==> src/rtl/core/interpolating_lookup_table_defines.svh <==
// assertion macros for the interpolating lookup table
// used by the rtl modules that carry concurrent checks
`ifndef INTERPOLATING_LOOKUP_TABLE_DEFINES_SVH
`define INTERPOLATING_LOOKUP_TABLE_DEFINES_SVH

// same-cycle implication
`define ILT_ASSERT_IMP(lbl, clk, rstn, ante, cons, msg) \
  lbl: assert property (@(posedge clk) disable iff (!rstn) (ante) |-> (cons)) else $error(msg);

// next-cycle implication
`define ILT_ASSERT_NXT(lbl, clk, rstn, ante, cons, msg) \
  lbl: assert property (@(posedge clk) disable iff (!rstn) (ante) |=> (cons)) else $error(msg);

`endif

==> src/rtl/core/ilt_pkg.sv <==
// shared types and constants of the interpolating lookup table
// no dependencies
`default_nettype none

package ilt_pkg;

  localparam int TABLE_DEPTH = 64;
  localparam int IDX_W       = $clog2(TABLE_DEPTH);
  localparam int CNT_W       = IDX_W + 1;
  localparam int SIZE_W      = 7;
  localparam int ENTRY_IDX_W = 6;
  localparam int DATA_W      = 32;
  localparam int GAUSS_W     = 16;
  localparam int FRAC_W      = 16;
  localparam int ENTRY_W     = 3 * DATA_W;

  localparam logic signed [48:0] ONE_Q28 = 49'sd268435456;

  typedef enum logic {
    OP_WRITE  = 1'b0,
    OP_LOOKUP = 1'b1
  } op_e;

  typedef struct packed {
    logic signed [DATA_W-1:0] x;
    logic signed [DATA_W-1:0] y;
    logic signed [DATA_W-1:0] n;
  } entry_t;

  typedef struct packed {
    logic                      op;
    logic [ENTRY_IDX_W-1:0]    entry_index;
    logic signed [DATA_W-1:0]  entry_input;
    logic signed [DATA_W-1:0]  entry_output;
    logic signed [DATA_W-1:0]  entry_noise;
    logic signed [DATA_W-1:0]  query_value;
    logic signed [GAUSS_W-1:0] gauss_sample;
  } in_item_t;

  typedef enum logic [4:0] {
    CMD_IDLE, CMD_RD0, CMD_CK0, CMD_RDL, CMD_CKL, CMD_SRD, CMD_SCK, CMD_PREP,
    CMD_DIV, CMD_LY, CMD_LN, CMD_NZ, CMD_FAC, CMD_SH, CMD_SL, CMD_SUM, CMD_OUT
  } cmd_e;

  typedef struct packed {
    cmd_e op;
    logic in_fire;
  } cmd_t;

  typedef struct packed {
    logic is_lookup;
    logic n_zero;
    logic q_le_x;
    logic q_ge_x;
    logic more;
    logic t_fixed;
    logic div_done;
    logic out_free;
  } status_t;

endpackage

`default_nettype wire

==> src/rtl/core/ilt_ctrl.sv <==
// sequencer of the interpolating lookup table
// depends on ilt_pkg; drives commands into ilt_datapath
`default_nettype none

module ilt_ctrl (
  input  wire logic            clk_i,
  input  wire logic            rst_ni,
  input  wire logic            in_valid_i,
  output logic                 in_ready_o,
  input  wire ilt_pkg::status_t status_i,
  output ilt_pkg::cmd_t        cmd_o
);
  import ilt_pkg::*;

  typedef enum logic [16:0] {
    S_IDLE = 17'h00001, S_RD0 = 17'h00002, S_CK0 = 17'h00004, S_RDL = 17'h00008,
    S_CKL  = 17'h00010, S_SRD = 17'h00020, S_SCK = 17'h00040, S_PREP = 17'h00080,
    S_DIV  = 17'h00100, S_LY  = 17'h00200, S_LN  = 17'h00400, S_NZ  = 17'h00800,
    S_FAC  = 17'h01000, S_SH  = 17'h02000, S_SL  = 17'h04000, S_SUM = 17'h08000,
    S_OUT  = 17'h10000
  } state_e;

  state_e state_q, state_d;
  logic   fire;

  assign in_ready_o = (state_q == S_IDLE);
  assign fire       = in_valid_i && in_ready_o;

  // next state
  always_comb begin
    state_d = state_q;
    unique case (state_q)
      S_IDLE: begin
        if (fire && status_i.is_lookup) begin
          state_d = status_i.n_zero ? S_OUT : S_RD0;
        end
      end
      S_RD0:  state_d = S_CK0;
      S_CK0:  state_d = status_i.q_le_x ? S_LY : S_RDL;
      S_RDL:  state_d = S_CKL;
      S_CKL:  state_d = status_i.q_ge_x ? S_LY : S_SRD;
      S_SRD:  state_d = status_i.more ? S_SCK : S_PREP;
      S_SCK:  state_d = S_SRD;
      S_PREP: state_d = status_i.t_fixed ? S_LY : S_DIV;
      S_DIV:  state_d = status_i.div_done ? S_LY : S_DIV;
      S_LY:   state_d = S_LN;
      S_LN:   state_d = S_NZ;
      S_NZ:   state_d = S_FAC;
      S_FAC:  state_d = S_SH;
      S_SH:   state_d = S_SL;
      S_SL:   state_d = S_SUM;
      S_SUM:  state_d = S_OUT;
      S_OUT:  state_d = status_i.out_free ? S_IDLE : S_OUT;
      default: state_d = S_IDLE;
    endcase
  end

  // command decode
  always_comb begin
    cmd_o.in_fire = fire;
    unique case (state_q)
      S_IDLE:  cmd_o.op = CMD_IDLE;
      S_RD0:   cmd_o.op = CMD_RD0;
      S_CK0:   cmd_o.op = CMD_CK0;
      S_RDL:   cmd_o.op = CMD_RDL;
      S_CKL:   cmd_o.op = CMD_CKL;
      S_SRD:   cmd_o.op = CMD_SRD;
      S_SCK:   cmd_o.op = CMD_SCK;
      S_PREP:  cmd_o.op = CMD_PREP;
      S_DIV:   cmd_o.op = CMD_DIV;
      S_LY:    cmd_o.op = CMD_LY;
      S_LN:    cmd_o.op = CMD_LN;
      S_NZ:    cmd_o.op = CMD_NZ;
      S_FAC:   cmd_o.op = CMD_FAC;
      S_SH:    cmd_o.op = CMD_SH;
      S_SL:    cmd_o.op = CMD_SL;
      S_SUM:   cmd_o.op = CMD_SUM;
      S_OUT:   cmd_o.op = CMD_OUT;
      default: cmd_o.op = CMD_IDLE;
    endcase
  end

  // state register
  always_ff @(posedge clk_i or negedge rst_ni) begin
    if (!rst_ni) begin
      state_q <= S_IDLE;
    end else begin
      state_q <= state_d;
    end
  end

endmodule

`default_nettype wire

==> config.mk <==
export PLATFORM = sky130hd
export DESIGN_NAME = ilt_ctrl
export DESIGN_NICKNAME = d
export VERILOG_FILES = /design/src/rtl/core/interpolating_lookup_table_defines.svh /design/src/rtl/core/ilt_pkg.sv /design/src/rtl/core/ilt_ctrl.sv
export SDC_FILE = /design/constraint.sdc
export NUM_CORES = 1
export LEC_CHECK = 0
export BUFFER_PORTS_ARGS = -buffer_cell sky130_fd_sc_hd__buf_4
export CORE_UTILIZATION = 50
export DETAILED_ROUTE_END_ITERATION = 6
export GPL_TIMING_DRIVEN = 0
export PLACE_DENSITY_LB_ADDON = 0.2
export SLEW_MARGIN = 20
export SYNTH_ARGS = -nofsm -noshare
export SYNTH_HDL_FRONTEND = slang
export SYNTH_SLANG_ARGS = --single-unit
==> constraint.sdc <==
create_clock -name clk_i -period 2.3 [get_ports clk_i]
set_input_delay 0.575 -clock clk_i [delete_from_list [all_inputs] [get_ports clk_i]]
set_output_delay 0.575 -clock clk_i [all_outputs]
set_load 0.01 [all_outputs]
==> results of run 1 <==
[synth_stat cells, types with 2 or more instances]
cell       n  share of area
inv_1      2         0.0063
and2_1     2          0.010
nor2_1    16          0.050
nand2_1    9          0.028
nand4_1    2          0.010
a21oi_1    2         0.0084
or2_2      3          0.016
o21ai_0    3          0.013
nand3_1    4          0.017
a22oi_1    3          0.019
dfrtp_1   16           0.33
and4b_1    4          0.033
or4_1      5          0.031
and4b_2    3          0.028
nor2b_1    5          0.026
xor2_1     3          0.022
o22ai_1    2          0.010
nand4b_1   3          0.022
nor4b_1    3          0.022
nor4_2     2          0.021
nor3_1     3          0.013
buf_6      2          0.019
nor4_1     4          0.021
nor4_4     3          0.053
[report_power, final]
| part | internal, mW | switching [mW] |
|---|---|---|
| clock | 0.0676 | 0.104 |
| sequential | 0.333 | 0.0200 |
| combinational | 0.590 | 0.481 |
[routing by layer]
| metal | part of all wire | vias up | global-route usage |
|---|---|---|---|
| met5 | 0 | - | 0 |
| met4 | 0.044 | 0 | 0.157 |
| met3 | 0.077 | 23 | 0.0595 |
| met2 | 0.49 | 88 | 0.586 |
| met1 | 0.39 | 647 | 0.382 |
| li1 | - | 602 | - |
[final cells by class]
class                   instances  area share
well taps                      28      0.0193
multi-input cells             101       0.455
inverters                       2     0.00413
plain buffers                   2      0.0138
flip-flops and latches         17       0.237
clock buffers                   4      0.0144
repair buffers                 54       0.257
[worst paths after layout]
| path | startpoint | to | cells after the start |
|---|---|---|---|
| max reg2reg | state_q[11] | state_q[0] | 12 |
| max | state_q[14] | cmd_o[1] | 6 |
| min reg2reg | state_q[4] | state_q[5] | 2 |
| max in group asynchronous | rst_ni | state_q[0] | 1 |
| min | rst_ni | state_q[13] | 1 |
| min in group clk_i | status_i[5] | state_q[3] | 2 |
[cells by family (layout without fill, tap and decap cells)]
logic type | after synthesis | after routing | share of synthesized area
buffers and inverters | 9 | 62 | 0.0459
XOR/XNOR | 3 | 3 | 0.0219
flip-flops | 17 | 17 | 0.356
AO/OA/AOI/OAI | 20 | 20 | 0.123
AND/OR/NAND/NOR | 78 | 78 | 0.453
[stage by stage]
step,instance area [um2],total power [mW],worst slack (ns)
finish,1820,1.60,-0.634
global route,1820,1.66,-0.673
CTS,1730,1.47,-0.591
detailed placement,1400,0.936,-0.465
global placement,1400,0.919,-0.472
floorplan,1230,0.784,-0.180
[what timing repair did]
| action | in CTS | in global routing |
|---|---|---|
| setup endpoints to repair | 7 | 8 |
| pin swaps | 20 | 13 |
| resized for setup | 26 | 14 |
| setup buffers | 31 | 8 |
==> impl_metrics.yaml, run 1 <==
yosys:
  ys.flop_type: "dfrtp_1"
  ys_seq_area_frac: 0.356
  syn_nets: 138
  syn_area_mm2: 0.00120
  synth_cells: 127
  synth.distinct_cells: 47
  synthArstFlopShare: 1.00
  synth_edf_count: 0
  synth_seq_cells: 17
  yosys_warnings: 0
  synth.avg_cell_area_um2: 9.44
route:
  drt-total-wl_mm: 4.01
  drc: 0
  drt-initial-drc-count: 77
  final_antenna_net_count: 0
  via_per_inst: 6.54
  first_pass_iters: 4
  wl_per_cell_um: 19.3
  dr_total_vias: 1360
die:
  die_width_um: 51.0
  ios: 18
  coreArea_mm2: 0.00223
  die_y_um: 51.0
  initial_core_util: 0.537
  rows: 17
  dieArea_mm2: 0.00260
worst_setup_path:
  path_delay_family: "simple AND/OR/NAND/NOR gates"
  slowest_stage: "or4_4"
  cp-start-kind: "flop"
  arrival_ns: 2.36
  crit_path_end_kind: "primary output"
  worstPathRequired_ns: 1.73
  r2r_slack_ns: -0.21
  crit_type: "flop to primary output"
  crit_buf_inv: 1
  crit_path_max_incr_delay_ns: 0.63
  cp_cell_sequence: "or4_4 -> nor4_4 -> and4b_4 -> nor2_4 -> or4b_4 -> buf_6"
  cp_max_fo: 6
cells_and_area:
  drive_above_1_share: 0.539
  finalNetCount: 192
  final_cell_mix: "40 x buf_4, 15 x nor2_1, 13 x buf_6"
  multi_input_area_um2: 827
  top_register: "state_q"
  largest_reg_flops: 17
  fillerInstances: 137
  layout.cells.non_filler: 208
  reg_top3: "state_q: 17 flops"
  utilization: 0.815
  diodes: 0
  regArea_um2: 432
  final_common_cell: "buf_4"
  area_growth_pct: 51.8
power:
  cellLeakagePower_nw: 0.870
  p_per_area_mw_per_mm2: 877
  vdd_ir_drop_max_mv: 0.592
clock_tree:
  cts_tree: "yes"
  cts_buffers: 3
  htree_levels: 1
  clkSinkCount: 17
  cts_hold_repair.buffers: 0
  clk_latency_ns: 0.30
  clockBufferDepth: 2
  clockRootBuffer: "clkbuf_4"
  clkSlewWorstSetupHoldPaths_ns: 0.11
sta:
  slew_headroom: 0.634
  final_max_slew_viol_count: 0
  skew_ns: 0.00300
  setup_slack_ns: -0.634
  timing.hold.ws_ns: 0.119
  fmax_mhz: 341
  finalSetupTns_ns: -3.33
  grt_setup_unrepaired: "true"
  hold_viol_final: 0
  setup_viol: 8
  finalCritPeriodShare: 1.28
  tightest_slew_ns: 0.542
  period_minus_slack_ns: 2.93
grt:
  grt_pass1_wl_mm: 6.27
  antenna_found_initial: 0
  grt_pass1_vias: 1342
  grtUsageTotal: 0.331
  overflow: 0
  grt_max_degree: 18
run_status:
  violations: "setup timing"
  outcome: "finished with violations"
placed_design:
  dp.cells: 172
  port-buffer-count: 17
  dpl.hpwl_mm: 2.26
  routabilityCongestion: 0.872
job:
  maxCapViolCount: 0
worst_hold_path:
  min_path_type: "input pin to asynchronous set/reset pin"
Note: power is estimated with default switching activity, not from simulation.
==> run 2, diff against run 1 <==
--- a/config.mk
+++ b/config.mk
@@ -10,6 +10,7 @@
 export DETAILED_ROUTE_END_ITERATION = 6
 export GPL_TIMING_DRIVEN = 0
 export PLACE_DENSITY_LB_ADDON = 0.2
+export SETUP_SLACK_MARGIN = 0.1
 export SLEW_MARGIN = 20
 export SYNTH_ARGS = -nofsm -noshare
 export SYNTH_HDL_FRONTEND = slang
==> constraint.sdc (replaced) <==
create_clock -name clk_i -period 2.3 [get_ports clk_i]
set_input_delay 0.575 -clock clk_i [delete_from_list [all_inputs] [get_ports clk_i]]
set_output_delay 0.575 -clock clk_i [all_outputs]
set_load 0.005 [all_outputs]
==> impl_metrics.yaml, run 2 (synthesized netlist as in run 1, its figures left out) <==
power:
  p_per_area_mw_per_mm2: 767
  vdd_ir_drop_max_mv: 0.569
  cellLeakagePower_nw: 0.852
route:
  drt-total-wl_mm: 3.86
  drt-initial-drc-count: 53
  wl_met1_mm: 1.58
  highest_layer: "met4"
  wl_per_cell_um: 18.5
  final_antenna_net_count: 0
  drc: 0
  via_per_inst: 6.21
  dr_wl_met2_mm: 1.90
  dr_wl_met3_um: 229
  first_pass_iters: 4
  dr_total_vias: 1298
clock_tree:
  clkSlewWorstSetupHoldPaths_ns: 0.11
  clockBufferDepth: 2
  clkSinkCount: 17
  clk_latency_ns: 0.30
  cts_buffers: 3
  htree_levels: 1
  cts_tree: "yes"
  clockRootBuffer: "clkbuf_4"
cells_and_area:
  largest_reg_flops: 17
  finalNetCount: 193
  stdcell_area_mm2: 0.00175
  utilization: 0.782
  top_register: "state_q"
  final_common_cell: "buf_4"
  layout.cells.non_filler: 209
  final_cell_mix: "48 x buf_4, 16 x nor2_1, 14 x dfrtp_1"
  drive_above_1_share: 0.481
  reg_top3: "state_q: 17 flops"
  area_growth_pct: 45.6
  diodes: 0
sta:
  hold_viol_final: 0
  slew_headroom: 0.657
  finalCritPeriodShare: 1.28
  skew_ns: 0.00549
  period_minus_slack_ns: 2.95
  final_max_slew_viol_count: 0
  tightest_slew_ns: 0.508
  setup_viol: 7
  grt_setup_unrepaired: "true"
  setup_slack_ns: -0.648
  fmax_mhz: 339
  finalSetupTns_ns: -3.65
grt:
  grt_pass1_vias: 1254
  overflow: 0
  grt_pass1_wl_mm: 6.02
  grt_max_degree: 18
  antenna_found_initial: 0
  grtUsageTotal: 0.324
worst_setup_path:
  crit_type: "flop to primary output"
  cp-start-kind: "flop"
  arrival_ns: 2.37
  cp_max_fo: 6
  cp_cell_sequence: "or4_4 -> buf_8 -> nor4_4 -> nand4b_1 -> nand2_1 -> a221o_1 -> buf_4"
  worstPathRequired_ns: 1.73
  crit_path_end_kind: "primary output"
  slowest_stage: "or4_4"
  path_delay_family: "simple AND/OR/NAND/NOR gates"
  crit_buf_inv: 2
  crit_path_max_incr_delay_ns: 0.54
die:
  die_width_um: 51.0
  die_y_um: 51.0
  coreArea_mm2: 0.00223
  initial_core_util: 0.537
  dieArea_mm2: 0.00260
  rows: 17
  ios: 18
placed_design:
  dpl.hpwl_mm: 2.24
  post_dp_cell_area_mm2: 0.00139
  routabilityCongestion: 0.873
  dp.cells: 172
  port-buffer-count: 17
  dp_slack_ns: -0.490
run_status:
  outcome: "finished with violations"
  violations: "setup timing"
job:
  maxCapViolCount: 0
worst_hold_path:
  min_path_type: "input pin to asynchronous set/reset pin"
[run 2: final timing paths]
| kind | from | endpoint | slack (ns) | cells past startpoint |
|---|---|---|---|---|
| max in group asynchronous | rst_ni | state_q[0] | 1.93 | 1 |
| min in group clk_i | status_i[5] | state_q[3] | 0.41 | 2 |
| hold reg to reg | state_q[4] | state_q[5] | 0.68 | 2 |
| setup / recovery | state_q[8] | cmd_o[3] | -0.65 | 7 |
| setup reg to reg | state_q[2] | state_q[0] | 0.06 | 8 |
| hold / removal | rst_ni | state_q[16] | 0.12 | 1 |
[run 2: final cells by class]
type                       instances  area, um2
multi-input combinational        101        792
fill                             141        488
sequential                        17        429
timing repair buffer              50        387
buffer                             7       68.8
tap                               28       35.0
clock buffer                       4       26.3
inverter                           2       7.51
[run 2: metrics by stage]
stage                     hold slack [ns]  total power, mW
final                               0.118             1.34
after global routing                0.126             1.41
after CTS                           0.132             1.26
after floorplan                     0.279            0.765
after global placement              0.451            0.898
after detailed placement            0.453            0.908
[run 2: worst register-to-register path, delay by kind of cell (launching register included)]
family	cells	cell delay, ns
compound gates	3	0.65
simple gates	2	0.63
buf+inv	3	0.44
flops	1	0.46
[run 2: metal layers]
layer  up-vias  global-route usage
met5         -                   0
met4         0               0.157
met3        14              0.0506
met2        63               0.553
met1       614               0.393
li1        607                   -
[run 2: where the power goes]
part           switching (mW)  internal [mW]
clock network           0.103         0.0676
logic                   0.394          0.427
registers              0.0161          0.331
[run 2: what timing repair did]
action / in CTS / in global routing
buffers inserted: 30 / 7
pin swaps: 20 / 11
endpoints found under the setup margin: 7 / 9
gates cloned: 0 / 0
resized for setup: 14 / 6
hold buffers: 0 / 0
==> run 3, diff against run 2 <==
--- a/config.mk
+++ b/config.mk
@@ -5,6 +5,7 @@
 export SDC_FILE = /design/constraint.sdc
 export NUM_CORES = 1
 export LEC_CHECK = 0
+export ABC_AREA = 1
 export BUFFER_PORTS_ARGS = -buffer_cell sky130_fd_sc_hd__buf_4
 export CORE_UTILIZATION = 50
 export DETAILED_ROUTE_END_ITERATION = 6
==> impl_metrics.yaml, run 3 <==
yosys:
  synth_edf_count: 0
  synth_top_area_frac: 0.338
  synth.most_common_cell: "nor2_1"
  yosys_warnings: 0
  ys.flop_type: "dfrtp_1"
  synth.distinct_cells: 21
  syn_nets: 178
  synth_seq_cells: 17
  synthTopCellsByArea: "dfrtp_1 34%, nor2_1 10%, inv_1 10%, nand3_1 6.8%, nand2_1 6.3%"
  yosysTopAreaCell: "dfrtp_1"
  synth.avg_cell_area_um2: 7.10
  synthArstFlopShare: 1.00
  ys_seq_area_frac: 0.360
  syn_area_mm2: 0.00119
  synth_common_cells: "33 x nor2_1, 32 x inv_1, 20 x nand2_1, 16 x dfrtp_1, 16 x nand3_1"
  synth_cells: 167
power:
  p_per_area_mw_per_mm2: 692
  cellLeakagePower_nw: 0.979
  finalPower_mw: 1.16
  vdd_ir_drop_max_mv: 0.748
worst_setup_path:
  r2r_cells: 13
  crit_path_end_kind: "primary output"
  crit_type: "flop to primary output"
  r2r_start: "state_q[14]"
  crit_start: "state_q[14]"
  r2r-end: "state_q[16]"
  cp_max_fo: 9
  worstPathRequired_ns: 1.73
  arrival_ns: 1.80
  r2r_slack_ns: 0.56
  cp-start-kind: "flop"
  cp-endpoint: "cmd_o[1]"
grt:
  grt_pass1_wl_mm: 4.87
  grt_pass1_vias: 1194
  overflow: 0
  grt_max_degree: 18
  grtUsageTotal: 0.255
  antenna_found_initial: 0
run_status:
  outcome: "finished with violations"
  violations: "setup timing"
placed_design:
  routabilityCongestion: 0.833
  dpl.hpwl_mm: 2.03
  post_dp_cell_area_mm2: 0.00135
  port-buffer-count: 17
cells_and_area:
  final_common_cell: "buf_4"
  top_register: "state_q"
  stdcell_area_mm2: 0.00168
  reg_top3: "state_q: 17 flops"
  drive_above_1_share: 0.464
  diodes: 0
  area_growth_pct: 41.8
  final_cell_mix: "34 x buf_4, 31 x inv_1, 21 x nor2_2"
  finalNetCount: 219
  largest_reg_flops: 17
sta:
  timing.hold.ws_ns: 0.125
  setup_slack_ns: -0.0722
  tightest_slew_ns: 0.296
  setup_viol: 2
  skew_ns: 0.00136
  slew_headroom: 0.802
  final_max_slew_viol_count: 0
  grt_setup_unrepaired: "true"
  finalCritPeriodShare: 1.03
  period_minus_slack_ns: 2.37
  hold_viol_final: 0
  fmax_mhz: 422
route:
  final_antenna_net_count: 0
  first_pass_iters: 4
  wl_per_cell_um: 14.8
  via_per_inst: 5.40
  drt-total-wl_mm: 3.49
  drt-initial-drc-count: 19
  dr_total_vias: 1269
  drc: 0
worst_hold_path:
  min_path_type: "input pin to asynchronous set/reset pin"
die:
  rows: 17
  coreArea_mm2: 0.00223
  initial_core_util: 0.531
  die_width_um: 50.7
  die_y_um: 50.7
  dieArea_mm2: 0.00257
  ios: 18
clock_tree:
  clk_latency_ns: 0.29
  clockBufferDepth: 2
  cts_buffers: 3
  cts_hold_repair.buffers: 0
  clockRootBuffer: "clkbuf_4"
  clkSlewWorstSetupHoldPaths_ns: 0.10
  clkSinkCount: 17
  htree_levels: 1
  cts_tree: "yes"
job:
  maxCapViolCount: 0
run 3: how the worst min path moves through the flow:
| stage | start | end | cells after the start |
|---|---|---|---|
| global placement | rst_ni | state_q[8] | 1 |
| CTS | rst_ni | state_q[8] | 1 |
| detailed placement | rst_ni | state_q[8] | 1 |
| floorplan | rst_ni | state_q[10] | 0 |
| global route | rst_ni | state_q[9] | 1 |
| finish | rst_ni | state_q[9] | 1 |
run 3: critical path: stages, from the launching register on:
cell and delay [ns]:
dfrtp_1 0.43, nor2_2 0.18, nand2_2 0.11, nor2_4 0.16
buf_12 0.15, nand3_2 0.11, nand2_2 0.10, nor2_2 0.04
nand4_1 0.09, buf_4 0.13
run 3: final cells by class:
class,instances,area [um2]
inverter,34,130
fill,158,552
clock inverter,1,5.00
multi-input combinational,113,737
buffer,3,38.8
clock buffer,3,22.5
timing repair buffer,36,287
sequential,17,427
tap,28,35.0
run 3: metrics by stage:
stage / TNS [ns] / worst slack (ns) / utilization / instances
after floorplan: 0 / 0.557 / - / 167
after global placement: 0 / 0.315 / 0.604 / 212
after detailed placement: 0 / 0.304 / 0.604 / 212
after CTS: 0 / 0.0536 / 0.687 / 229
after global routing: -0.406 / -0.114 / 0.753 / 235
final: -0.121 / -0.0722 / 0.753 / 235
run 3: power breakdown:
part	leakage (nW)	switching, mW	internal, mW	total [mW]
logic	0.728	0.375	0.271	0.645
clock network	0.0177	0.0966	0.0646	0.161
registers	0.233	0.0247	0.332	0.356
total	0.979	0.496	0.667	1.16
run 3: routing by layer:
metal / vias up / track usage / routed length, um
met5: - / 0 / 0
met4: 0 / 0.0648 / 187
met3: 21 / 0.0364 / 119
met2: 47 / 0.480 / 1830
met1: 595 / 0.299 / 1350
li1: 606 / - / -
run 3: cells by family after synthesis:
| logic type | Yosys count | share of synthesized area |
|---|---|---|
| AO/OA/AOI/OAI | 8 | 0.0380 |
| buffers and inverters | 37 | 0.137 |
| flip-flops | 17 | 0.360 |
| AND/OR/NAND/NOR | 105 | 0.465 |
run 3: repair_timing:
item,4_1_cts,5_1_grt
endpoints found under the setup margin,5,7
gates resized for setup,15,25
pin swaps,5,8
setup buffers,13,5
cloned,0,1
